==> src/assert_macros.svh <==
// Assertion helpers for concurrent checks on a clock with active-low reset.
`ifndef ASSERT_MACROS_SVH
`define ASSERT_MACROS_SVH

`ifndef NO_ASSERTIONS

`define ASSERT_PROP(lbl, clk, rst_n, prop) \
    lbl: assert property (@(posedge clk) disable iff (!(rst_n)) (prop)) \
        else $error("assertion failed");

`define ASSERT_NEVER(lbl, clk, rst_n, expr) \
    lbl: assert property (@(posedge clk) disable iff (!(rst_n)) !(expr)) \
        else $error("forbidden condition seen");

`else

`define ASSERT_PROP(lbl, clk, rst_n, prop)

`define ASSERT_NEVER(lbl, clk, rst_n, expr)

`endif

`endif

==> src/i2a_pkg.sv <==
`timescale 1ns / 1ps

package i2a_pkg;

    localparam int VALUE_WIDTH = 32;
    localparam int IN_WIDTH    = 32;
    localparam int RADIX_W     = 5;
    localparam int CHAR_W      = 8;
    localparam int DIGIT_W     = 4;

    localparam int DIV_STEP    = 8;
    localparam int DIV_CHUNKS  = (VALUE_WIDTH + DIV_STEP - 1) / DIV_STEP;
    localparam int DIV_W       = DIV_CHUNKS * DIV_STEP;
    localparam int DIV_CW      = (DIV_CHUNKS > 1) ? $clog2(DIV_CHUNKS) : 1;

    localparam int DIG_AW      = $clog2(VALUE_WIDTH);

    localparam logic [RADIX_W-1:0] RADIX_MIN = 5'd2;
    localparam logic [RADIX_W-1:0] RADIX_MAX = 5'd16;

    localparam logic [CHAR_W-1:0] CHAR_MINUS = 8'h2D;
    localparam logic [CHAR_W-1:0] CHAR_ZERO  = 8'h30;
    localparam logic [CHAR_W-1:0] CHAR_LOW_A = 8'h61;
    localparam logic [CHAR_W-1:0] CHAR_UP_A  = 8'h41;

    typedef enum logic [1:0] {
        S_IDLE,
        S_DIV,
        S_FETCH,
        S_EMIT
    } t_state;

    function automatic logic [RADIX_W-1:0] clamp_radix(input logic [RADIX_W-1:0] r);
        logic [RADIX_W-1:0] b;
        if (r < RADIX_MIN) begin
            b = RADIX_MIN;
        end else if (r > RADIX_MAX) begin
            b = RADIX_MAX;
        end else begin
            b = r;
        end
        return b;
    endfunction

    function automatic logic [CHAR_W-1:0] digit_char(input logic [DIGIT_W-1:0] d,
                                                     input logic lower);
        logic [CHAR_W-1:0] c;
        if (d < 4'd10) begin
            c = CHAR_ZERO + CHAR_W'(d);
        end else if (lower) begin
            c = CHAR_LOW_A + CHAR_W'(d) - 8'd10;
        end else begin
            c = CHAR_UP_A + CHAR_W'(d) - 8'd10;
        end
        return c;
    endfunction

endpackage

==> src/integer_to_radix_ascii.sv <==
`timescale 1ns / 1ps
// Integer to ASCII conversion in a base from 2 to 16.
// Input channel (i_in_valid / o_in_ready) takes one beat: value, radix, signed or
// unsigned mode and letter case. Radix below 2 acts as 2, above 16 as 16.
// Output channel (o_out_valid / i_out_ready) gives one character per beat, most
// significant first, with a leading '-' for a negative signed value;
// o_last_char marks the final beat of the number.
// Digits come from a shared divider that retires 8 quotient bits per cycle and
// yields one digit per divide. Digits go into a small buffer and are read back
// in reverse order with a registered read.
// The input channel is ready again once the last character sits in the output
// register. A stalled receiver holds the output register and freezes emission.
// Reset clears the sequencer and the output valid; no result is pending after it.

module integer_to_radix_ascii (
    input  logic                             i_clk,
    input  logic                             i_rst_n,
    input  logic                             i_in_valid,
    output logic                             o_in_ready,
    input  logic [i2a_pkg::IN_WIDTH-1:0]     i_value_bits,
    input  logic [i2a_pkg::RADIX_W-1:0]      i_radix,
    input  logic                             i_unsigned_mode,
    input  logic                             i_lower_case,
    output logic                             o_out_valid,
    input  logic                             i_out_ready,
    output logic [i2a_pkg::CHAR_W-1:0]       o_ascii_char,
    output logic                             o_last_char
);

    i2a_pkg::t_state                    r_state;
    i2a_pkg::t_state                    n_state;
    logic [i2a_pkg::DIG_AW-1:0]         r_wr_idx;
    logic [i2a_pkg::DIG_AW-1:0]         n_wr_idx;
    logic [i2a_pkg::DIG_AW-1:0]         r_ptr;
    logic [i2a_pkg::DIG_AW-1:0]         n_ptr;
    logic                               r_sign;
    logic                               n_sign;
    logic [i2a_pkg::RADIX_W-1:0]        r_base;
    logic [i2a_pkg::RADIX_W-1:0]        n_base;
    logic                               r_lower;
    logic                               n_lower;
    logic                               r_out_valid;
    logic                               n_out_valid;
    logic [i2a_pkg::CHAR_W-1:0]         r_out_char;
    logic [i2a_pkg::CHAR_W-1:0]         n_out_char;
    logic                               r_out_last;
    logic                               n_out_last;
    logic [i2a_pkg::DIGIT_W-1:0]        r_mem [i2a_pkg::VALUE_WIDTH];
    logic [i2a_pkg::DIGIT_W-1:0]        r_rd_data;

    logic [i2a_pkg::VALUE_WIDTH-1:0]    in_val;
    logic                               in_neg;
    logic [i2a_pkg::VALUE_WIDTH-1:0]    in_mag;
    logic [i2a_pkg::RADIX_W-1:0]        in_base;
    logic                               div_start;
    logic [i2a_pkg::VALUE_WIDTH-1:0]    div_dividend;
    logic [i2a_pkg::RADIX_W-1:0]        div_base;
    logic                               div_done;
    logic [i2a_pkg::VALUE_WIDTH-1:0]    div_quo;
    logic [i2a_pkg::DIGIT_W-1:0]        div_rem;
    logic                               mem_we;
    logic                               out_load;

    assign in_val  = i2a_pkg::VALUE_WIDTH'(i_value_bits);
    assign in_neg  = !i_unsigned_mode && in_val[i2a_pkg::VALUE_WIDTH-1];
    assign in_mag  = in_neg ? (~in_val + i2a_pkg::VALUE_WIDTH'(1)) : in_val;
    assign in_base = i2a_pkg::clamp_radix(i_radix);

    assign o_in_ready   = (r_state == i2a_pkg::S_IDLE);
    assign div_dividend = (r_state == i2a_pkg::S_IDLE) ? in_mag : div_quo;
    assign div_base     = (r_state == i2a_pkg::S_IDLE) ? in_base : r_base;

    i2a_divider u_div (
        .i_clk       (i_clk),
        .i_rst_n     (i_rst_n),
        .i_start     (div_start),
        .i_dividend  (div_dividend),
        .i_base      (div_base),
        .o_done      (div_done),
        .o_quotient  (div_quo),
        .o_remainder (div_rem)
    );

    always_comb begin
        n_state     = r_state;
        n_wr_idx    = r_wr_idx;
        n_ptr       = r_ptr;
        n_sign      = r_sign;
        n_base      = r_base;
        n_lower     = r_lower;
        div_start   = 1'b0;
        mem_we      = 1'b0;
        out_load    = 1'b0;
        n_out_char  = r_out_char;
        n_out_last  = r_out_last;

        unique case (r_state)
            i2a_pkg::S_IDLE: begin
                if (i_in_valid) begin
                    div_start = 1'b1;
                    n_wr_idx  = '0;
                    n_sign    = in_neg;
                    n_base    = in_base;
                    n_lower   = i_lower_case;
                    n_state   = i2a_pkg::S_DIV;
                end
            end
            i2a_pkg::S_DIV: begin
                if (div_done) begin
                    mem_we   = 1'b1;
                    n_wr_idx = r_wr_idx + i2a_pkg::DIG_AW'(1);
                    if (div_quo == '0) begin
                        n_ptr   = r_wr_idx;
                        n_state = i2a_pkg::S_FETCH;
                    end else begin
                        div_start = 1'b1;
                    end
                end
            end
            i2a_pkg::S_FETCH: begin
                n_state = i2a_pkg::S_EMIT;
            end
            i2a_pkg::S_EMIT: begin
                if (!r_out_valid || i_out_ready) begin
                    out_load = 1'b1;
                    if (r_sign) begin
                        n_out_char = i2a_pkg::CHAR_MINUS;
                        n_out_last = 1'b0;
                        n_sign     = 1'b0;
                    end else begin
                        n_out_char = i2a_pkg::digit_char(r_rd_data, r_lower);
                        n_out_last = (r_ptr == '0);
                        if (r_ptr == '0) begin
                            n_state = i2a_pkg::S_IDLE;
                        end else begin
                            n_ptr = r_ptr - i2a_pkg::DIG_AW'(1);
                        end
                    end
                end
            end
            default: begin
                n_state = i2a_pkg::S_IDLE;
            end
        endcase

        if (out_load) begin
            n_out_valid = 1'b1;
        end else if (i_out_ready) begin
            n_out_valid = 1'b0;
        end else begin
            n_out_valid = r_out_valid;
        end
    end

    always_ff @(posedge i_clk) begin
        if (!i_rst_n) begin
            r_state     <= i2a_pkg::S_IDLE;
            r_out_valid <= 1'b0;
            r_sign      <= 1'b0;
        end else begin
            r_state     <= n_state;
            r_out_valid <= n_out_valid;
            r_sign      <= n_sign;
        end
        r_wr_idx   <= n_wr_idx;
        r_ptr      <= n_ptr;
        r_base     <= n_base;
        r_lower    <= n_lower;
        r_out_char <= n_out_char;
        r_out_last <= n_out_last;
    end

    always_ff @(posedge i_clk) begin
        if (mem_we) begin
            r_mem[r_wr_idx] <= div_rem;
        end
        r_rd_data <= r_mem[n_ptr];
    end

    assign o_out_valid  = r_out_valid;
    assign o_ascii_char = r_out_char;
    assign o_last_char  = r_out_last;

`include "assert_macros.svh"

    `ASSERT_PROP(a_busy_after_beat, i_clk, i_rst_n, (i_in_valid && o_in_ready) |=> !o_in_ready)
    `ASSERT_PROP(a_digit_below_base, i_clk, i_rst_n,
        (out_load && !r_sign) |-> (i2a_pkg::RADIX_W'(r_rd_data) < r_base))
    `ASSERT_PROP(a_sign_not_last, i_clk, i_rst_n,
        (r_out_valid && r_out_char == i2a_pkg::CHAR_MINUS) |-> !r_out_last)
    `ASSERT_NEVER(a_done_outside_div, i_clk, i_rst_n, div_done && (r_state != i2a_pkg::S_DIV))

endmodule

==> src/i2a_divider.sv <==
`timescale 1ns / 1ps

module i2a_divider (
    input  logic                                 i_clk,
    input  logic                                 i_rst_n,
    input  logic                                 i_start,
    input  logic [i2a_pkg::VALUE_WIDTH-1:0]      i_dividend,
    input  logic [i2a_pkg::RADIX_W-1:0]          i_base,
    output logic                                 o_done,
    output logic [i2a_pkg::VALUE_WIDTH-1:0]      o_quotient,
    output logic [i2a_pkg::DIGIT_W-1:0]          o_remainder
);

    logic                               r_busy;
    logic                               n_busy;
    logic                               r_done;
    logic                               n_done;
    logic [i2a_pkg::DIV_W-1:0]          r_work;
    logic [i2a_pkg::DIV_W-1:0]          n_work;
    logic [i2a_pkg::DIGIT_W-1:0]        r_rem;
    logic [i2a_pkg::DIGIT_W-1:0]        n_rem;
    logic [i2a_pkg::RADIX_W-1:0]        r_base;
    logic [i2a_pkg::RADIX_W-1:0]        n_base;
    logic [i2a_pkg::DIV_CW-1:0]         r_cnt;
    logic [i2a_pkg::DIV_CW-1:0]         n_cnt;

    always_comb begin
        logic [i2a_pkg::DIGIT_W-1:0]    rem;
        logic [i2a_pkg::RADIX_W-1:0]    t;
        logic [i2a_pkg::DIV_STEP-1:0]   q;
        rem    = r_rem;
        q      = '0;
        for (int k = 0; k < i2a_pkg::DIV_STEP; k++) begin
            t = {rem, r_work[i2a_pkg::DIV_W-1-k]};
            if (t >= r_base) begin
                q[i2a_pkg::DIV_STEP-1-k] = 1'b1;
                rem = i2a_pkg::DIGIT_W'(t - r_base);
            end else begin
                rem = t[i2a_pkg::DIGIT_W-1:0];
            end
        end

        n_busy = r_busy;
        n_done = 1'b0;
        n_work = r_work;
        n_rem  = r_rem;
        n_base = r_base;
        n_cnt  = r_cnt;
        if (i_start) begin
            n_busy = 1'b1;
            n_work = i2a_pkg::DIV_W'(i_dividend);
            n_rem  = '0;
            n_base = i_base;
            n_cnt  = '0;
        end else if (r_busy) begin
            n_work = (r_work << i2a_pkg::DIV_STEP) | i2a_pkg::DIV_W'(q);
            n_rem  = rem;
            n_cnt  = r_cnt + i2a_pkg::DIV_CW'(1);
            if (r_cnt == i2a_pkg::DIV_CW'(i2a_pkg::DIV_CHUNKS - 1)) begin
                n_busy = 1'b0;
                n_done = 1'b1;
            end
        end
    end

    always_ff @(posedge i_clk) begin
        if (!i_rst_n) begin
            r_busy <= 1'b0;
            r_done <= 1'b0;
        end else begin
            r_busy <= n_busy;
            r_done <= n_done;
        end
        r_work <= n_work;
        r_rem  <= n_rem;
        r_base <= n_base;
        r_cnt  <= n_cnt;
    end

    assign o_done      = r_done;
    assign o_quotient  = r_work[i2a_pkg::VALUE_WIDTH-1:0];
    assign o_remainder = r_rem;

endmodule

==> config.mk <==
export PLATFORM = sky130hd
export DESIGN_NAME = integer_to_radix_ascii
export DESIGN_NICKNAME = d
export VERILOG_FILES = /design/src/i2a_pkg.sv /design/src/integer_to_radix_ascii.sv /design/src/i2a_divider.sv
export VERILOG_INCLUDE_DIRS = /design/src /design/src/src
export SDC_FILE = /design/constraint.sdc
export NUM_CORES = 1
export LEC_CHECK = 0
export ABC_AREA = 1
export BUFFER_PORTS_ARGS = -buffer_cell sky130_fd_sc_hd__buf_2
export CORE_UTILIZATION = 60
export DETAILED_ROUTE_END_ITERATION = 12
export PLACE_DENSITY = 0.75
export SLEW_MARGIN = 20
export SYNTH_ARGS = -nofsm -noshare
export SYNTH_HDL_FRONTEND = slang
export SYNTH_SLANG_ARGS = --single-unit
==> constraint.sdc <==
create_clock -name i_clk -period 23.1 [get_ports i_clk]
set_clock_uncertainty 0.1 [all_clocks]
set_input_delay 3.465 -clock i_clk [delete_from_list [all_inputs] [get_ports i_clk]]
set_output_delay 3.465 -clock i_clk [all_outputs]
set_load 0.02 [all_outputs]
Word level (Yosys, flattened, before mapping)
Memories as Yosys holds them, arrays and structs flattened. A register that Yosys moved wholly into a read port is not among the register bits.
Index checks and enable logic that the tools add are counted.
{"block": "word_totals", "memories": 1, "ram_bits": 128, "input_bits": 43, "elab_cells": 137, "register_bits": 74}
{"memory": "r_mem", "words": 32, "width": 4, "read_ports": 1, "rd_clocked_by_memory_dff": 1, "wr": 1, "line_no": "integer_to_radix_ascii.sv:48", "source": "logic [i2a_pkg::DIGIT_W-1:0] r_mem [i2a_pkg::VALUE_WIDTH];"}
{"block": "classes", "eq_ne": 11, "n_reduce_logical": 18, "bitwise_logic": 4, "add_sub_neg": 17, "mux": 60, "n_lt_le_gt_ge": 11}
{"cell": "$mux W32", "count": 4}
{"cell": "$mux W5", "count": 10}
{"cell": "$ge A5 B5 Y1", "count": 8}
{"cell": "$add A32 B1 Y32 const B", "count": 1}
{"cell": "$logic_not A32 Y1", "count": 1}
{"cell": "$mux W4", "count": 8}
{"cell": "$not A32 Y32", "count": 1}
{"cell": "$or A32 B8 Y32", "count": 1}
{"cell": "$sub A4 B4 Y4", "count": 8}
{"cell": "$mux W1", "count": 25}
{"cell": "$pmux W5 S2", "count": 2}
{"cell": "$add A7 B4 Y8 const A", "count": 2}
{"cell": "$mux W8", "count": 2}
{"cell": "$sub A8 B4 Y8 const B", "count": 2}
{"cell": "$mux W2", "count": 6}
{"cell": "$ne A2 B2 Y1 const B", "count": 6}
{"cell": "$pmux W2 S4", "count": 1}
{"cell": "$reduce_bool A2 Y1", "count": 4}
{"cell": "$add A6 B4 Y7 const A", "count": 1}
{"cell": "$eq A2 B2 Y1 const B", "count": 3}
{"cell": "$reduce_and A2 Y1", "count": 3}
{"cell": "$reduce_and A3 Y1", "count": 2}
{"cell": "$reduce_and A6 Y1", "count": 1}
{"cell": "$add A5 B1 Y5 const B", "count": 1}
{"cell": "15 further kinds", "count": 18}

Logic depth before layout (Yosys ltp)
{"block": "depth", "word_depth": 19, "ltp_mapped": 75}

By module
Synthesis repeated with hierarchy kept, for this count alone.
{"block": "hier_totals", "hier_cells": 1453, "hier_area_um2": 12299.3}
{"module": "integer_to_radix_ascii", "n_inst": 1, "cells_per_inst": 985, "area_each_um2": 8642.0, "seq_area_each_um2": 4674.5}
{"module": "i2a_divider", "n_inst": 1, "cells_per_inst": 468, "area_each_um2": 3657.3, "seq_area_each_um2": 1271.2}

Least setup slack after synthesis
Ideal clock, no wire load.
{"block": "synth_timing", "path_kind": "register -> register", "from": "register u_div.r_base[1] (netlist bit)", "to": "register u_div.r_rem, in the netlist u_div.o_remainder[2]", "arrival_ns": 11.032, "path_stages_with_launch": 70, "path_slack_ns": 11.894, "setup_ns": 0.074, "required_ns": 22.926, "period_less_slack_ns": 11.206, "path_cell_list": "edfxtp_1 > inv_1 > ha_1 > nand2_1 > o21a_1 > nor2_1 > nor3_1 > o21bai_2 > mux2_2 > ha_1 > nand2_1 > nor2_1 > a211oi_1 > o21ai_0 > a21o_1 > inv_1 > nand2_1 > o21ai_1 > [34 not listed] > nand2_1 > nor2_1 > a211oi_1 > o21ai_0 > a21oi_1 > nand2_1 > o21ai_1 > ha_1 > a21oi_1 > o31ai_1 > and2_1 > nor3b_1 > inv_1 > a21oi_1 > inv_1 > a21oi_1 > o21ai_0 > a21oi_1"}
{"block": "synth_via", "elab_chain_len": 16, "word_cells_on_any_way": 24}
{"element": "start: declaration", "line_no": "i2a_divider.sv:22", "source": "logic [i2a_pkg::RADIX_W-1:0] r_base;"}
{"element": "start signal: assignment", "line_no": "i2a_divider.sv:76", "source": "r_base <= n_base;"}
{"element": "$sub A4 B4 Y4 or $ge A5 B5 Y1 (tied branches)", "line_no": "i2a_divider.sv:37, i2a_divider.sv:35"}
{"element": "$mux W4", "line_no": "i2a_divider.sv:35", "source": "if (t >= r_base) begin"}
{"element": "$sub A4 B4 Y4 or $ge A5 B5 Y1 (tied branches)", "line_no": "i2a_divider.sv:37, i2a_divider.sv:35"}
{"element": "$mux W4", "line_no": "i2a_divider.sv:35"}
{"element": "$sub A4 B4 Y4 or $ge A5 B5 Y1 (tied branches)", "line_no": "i2a_divider.sv:37, i2a_divider.sv:35"}
{"element": "$mux W4", "line_no": "i2a_divider.sv:35"}
{"element": "$ge A5 B5 Y1 or $sub A4 B4 Y4 (tied branches)", "line_no": "i2a_divider.sv:35, i2a_divider.sv:37"}
{"element": "$mux W4", "line_no": "i2a_divider.sv:35"}
{"element": "$sub A4 B4 Y4 or $ge A5 B5 Y1 (tied branches)", "line_no": "i2a_divider.sv:37, i2a_divider.sv:35"}
{"element": "$mux W4", "line_no": "i2a_divider.sv:35"}
{"element": "$sub A4 B4 Y4 or $ge A5 B5 Y1 (tied branches)", "line_no": "i2a_divider.sv:37, i2a_divider.sv:35"}
{"element": "$mux W4", "line_no": "i2a_divider.sv:35"}
{"element": "$ge A5 B5 Y1 or $sub A4 B4 Y4 (tied branches)", "line_no": "i2a_divider.sv:35, i2a_divider.sv:37"}
{"element": "$mux W4", "line_no": "i2a_divider.sv:35"}
{"element": "$sub A4 B4 Y4 or $ge A5 B5 Y1 (tied branches)", "line_no": "i2a_divider.sv:37, i2a_divider.sv:35"}
{"element": "$mux W4 *", "line_no": "i2a_divider.sv:35"}
{"element": "end signal: assignment", "line_no": "i2a_divider.sv:75", "source": "r_rem <= n_rem;"}
{"element": "end: declaration", "line_no": "i2a_divider.sv:20", "source": "logic [i2a_pkg::DIGIT_W-1:0] r_rem;"}
Mark *: on every way between the ends. The rest lies on a longest branch, timed or not.
A chain may end at the register's enable or synchronous reset.

Final worst setup path
Same ends and word-level chain as after synthesis.

==> flow_metrics.py <==
metrics = {
    "synthesis": {
        "ys_warn_count": 0,
        "synth_cells": 1293,
        "synth_edf_count": 184,
        "synth_nets": 1396,
        "synthDistinctLibCells": 52,
        "yosysSeqAreaShare": 0.5086,
        "ys.flop_type": "edfxtp_1",
        "synth-seq-cells": 205,
        "syn_avg_cell_area_sq_um": 9.041,
        "syn_area_sq_um": 11690,
        "async_reset_ff_frac": 0,
        "synth_top_area_frac": 0.4727,
        "synthTopCellsByArea": "edfxtp_1, nand2_1, nand3_1",
        "yosysTopAreaCell": "edfxtp_1",
    },
    "floorplanning": {
        "core_area_sq_um": 18890,
        "placementRows": 50,
        "io_pins": 54,
        "start_util": 0.6187,
        "chipHeight_microns": 141.6,
        "die_area_sq_um": 20040,
        "die_x_microns": 141.6,
    },
    "clock_network": {
        "hold_buffers": 0,
        "clk_path_buf_depth": 3,
        "htreeDepth": 1,
        "cts-root-buf": "clkbuf_16",
        "cts_tree": "done",
        "cts_resized": 0,
        "clk_pin_slew_ps": 60,
        "post_cts_buffers": 0,
        "clock_latency_ps": 500,
        "cts-buffers-inserted": 21,
        "cts_sinks": 205,
    },
    "layout": {
        "layout.nets": 1437,
        "diodes": 0,
        "multi_input_area_sq_um": 4762,
        "final_common_cell": "nand2_1",
        "final_cell_mix": "nand2_1, inv_1, edfxtp_1",
        "fillers": 1540,
        "seq_area_sq_um": 5947,
        "area_delta_synth_final_pct": 9.098,
        "layout-drive-gt1-share": 0.09414,
    },
    "setup_path": {
        "reg2regPathDepth": 69,
        "crit_fanout": 10,
        "cp.arrival_ps": 13350,
        "cp_slowest_cell": "edfxtp_1",
        "rrSetupSlack_ps": 10080,
        "cp-start-kind": "flop",
        "endpoint_kind": "flop",
        "crit_top_cell": "nand2_1",
        "path_class": "reg2reg",
        "slowest_delay_ps": 610,
        "crit_required_ps": 23420,
    },
    "min_path": {
        "hold_depth": 2,
        "hp-class": "reg2reg",
    },
    "grt": {
        "overflow": 0,
        "grt_usage": 0.2694,
        "antenna_found_initial": 0,
        "grt_max_degree": 66,
        "grt_pass1_vias": 8443,
        "grt_pass1_wl_mm": 42.30,
    },
    "timing": {
        "tns_ps": 0,
        "final.min_clock_period_ps": 13020,
        "slew_viol_final": 0,
        "rsz0062_at_grt": "no",
        "setup_viol": 0,
        "finalHoldViolCount": 0,
        "slew_headroom": 0.5175,
        "fin_crit_sh": 0.5638,
        "worst_pin_slew_ps": 723.7,
        "fmax_mhz": 76.78,
    },
    "placement": {
        "io_buffer_count": 52,
        "hpwlAfterDp_mm": 17.86,
        "place_congestion": 0.8629,
    },
    "routing": {
        "wl_per_cell_microns": 16.23,
        "drc": 0,
        "final_antenna_net_count": 0,
        "via_per_inst": 5.481,
        "drtPass1Iterations": 5,
        "vias": 8819,
        "drt-total-wl_mm": 26.11,
        "drt_iter0_drc": 570,
    },
    "run_status": {
        "outcome": "complete, no violations",
    },
    "run": {
        "maxCapViolCount": 0,
    },
}
[synth_stat cells, drive strengths merged (21+ instances only)]
cell type,n
inv,194
o21ai,86
dfxtp,21
nand3b,42
buf,26
nand2,239
ha,52
edfxtp,184
a21oi,39
nand3,162
xor2,25
nor2,118
[worst max-delay path: cells and delay by family, from the launching register on]
kind	cells	cell delay, ps
mux	1	400
fa+ha+maj	8	2510
simple gates	22	1930
compound gates	30	6250
flops	1	610
buf+inv	8	1150
[routing by layer]
metal / track usage / vias to the layer above / wire length, microns
met5: 0 / - / 0
met4: 0.1132 / 0 / 934
met3: 0.03105 / 60 / 1462
met2: 0.4649 / 296 / 12780
met1: 0.3455 / 4060 / 10930
li1: - / 4403 / -
[worst paths after layout]
path,startpoint,end
min,u_div.r_cnt[1],u_div.r_cnt[1]
max reg2reg,u_div.r_base[1],u_div.o_remainder[2]
max,u_div.r_base[1],u_div.o_remainder[2]
min reg2reg,u_div.r_cnt[1],u_div.r_cnt[1]
[state kept, by name (all words and copies together), names as in the netlist]
register,flops
u_div.r_busy,1
u_div.o_done,1
r_base,5
u_div.r_base,5
r_rd_data,4
u_div.r_cnt,2
u_div.o_remainder,4
o_out_valid,1
r_lower,1
r_mem,128
r_wr_idx,5
o_ascii_char,7
r_ptr,5
r_state,2
r_sign,1
o_last_char,1
u_div.o_quotient,32
[per-stage QoR]
step	util	hold slack, ps	cells	area, sq um	worst slack, ps
floorplan	-	344.6	1293	11690	11890
global placement	0.6411	353.1	1571	12110	10920
detailed placement	0.6411	364.1	1571	12110	10210
CTS	0.6750	372.3	1609	12750	10150
global route	0.6750	384.7	1609	12750	8446
finish	0.6750	376.6	1609	12750	10080
[logic make-up after synthesis]
kind of cell             synth area share
other                           0.0003208
adder cells (fa/ha/maj)           0.06936
buffers and inverters             0.08477
AO/OA/AOI/OAI                     0.07321
flip-flops                         0.5086
XOR/XNOR                          0.03222
multiplexers                    0.0009632
AND/OR/NAND/NOR                    0.2305
[area by class of cell]
type | instances | area share
Sequential cell | 205 | 0.4663
Timing Repair Buffer | 63 | 0.02688
Multi-Input combinational cell | 847 | 0.3734
Clock inverter | 3 | 0.001668
Inverter | 196 | 0.05769
Clock buffer | 35 | 0.04856
Tap cell | 260 | 0.02551
Power is left out: the tool's default activity adds up to more than one toggle a clock period on the data nets, which glitch-free logic cannot reach.
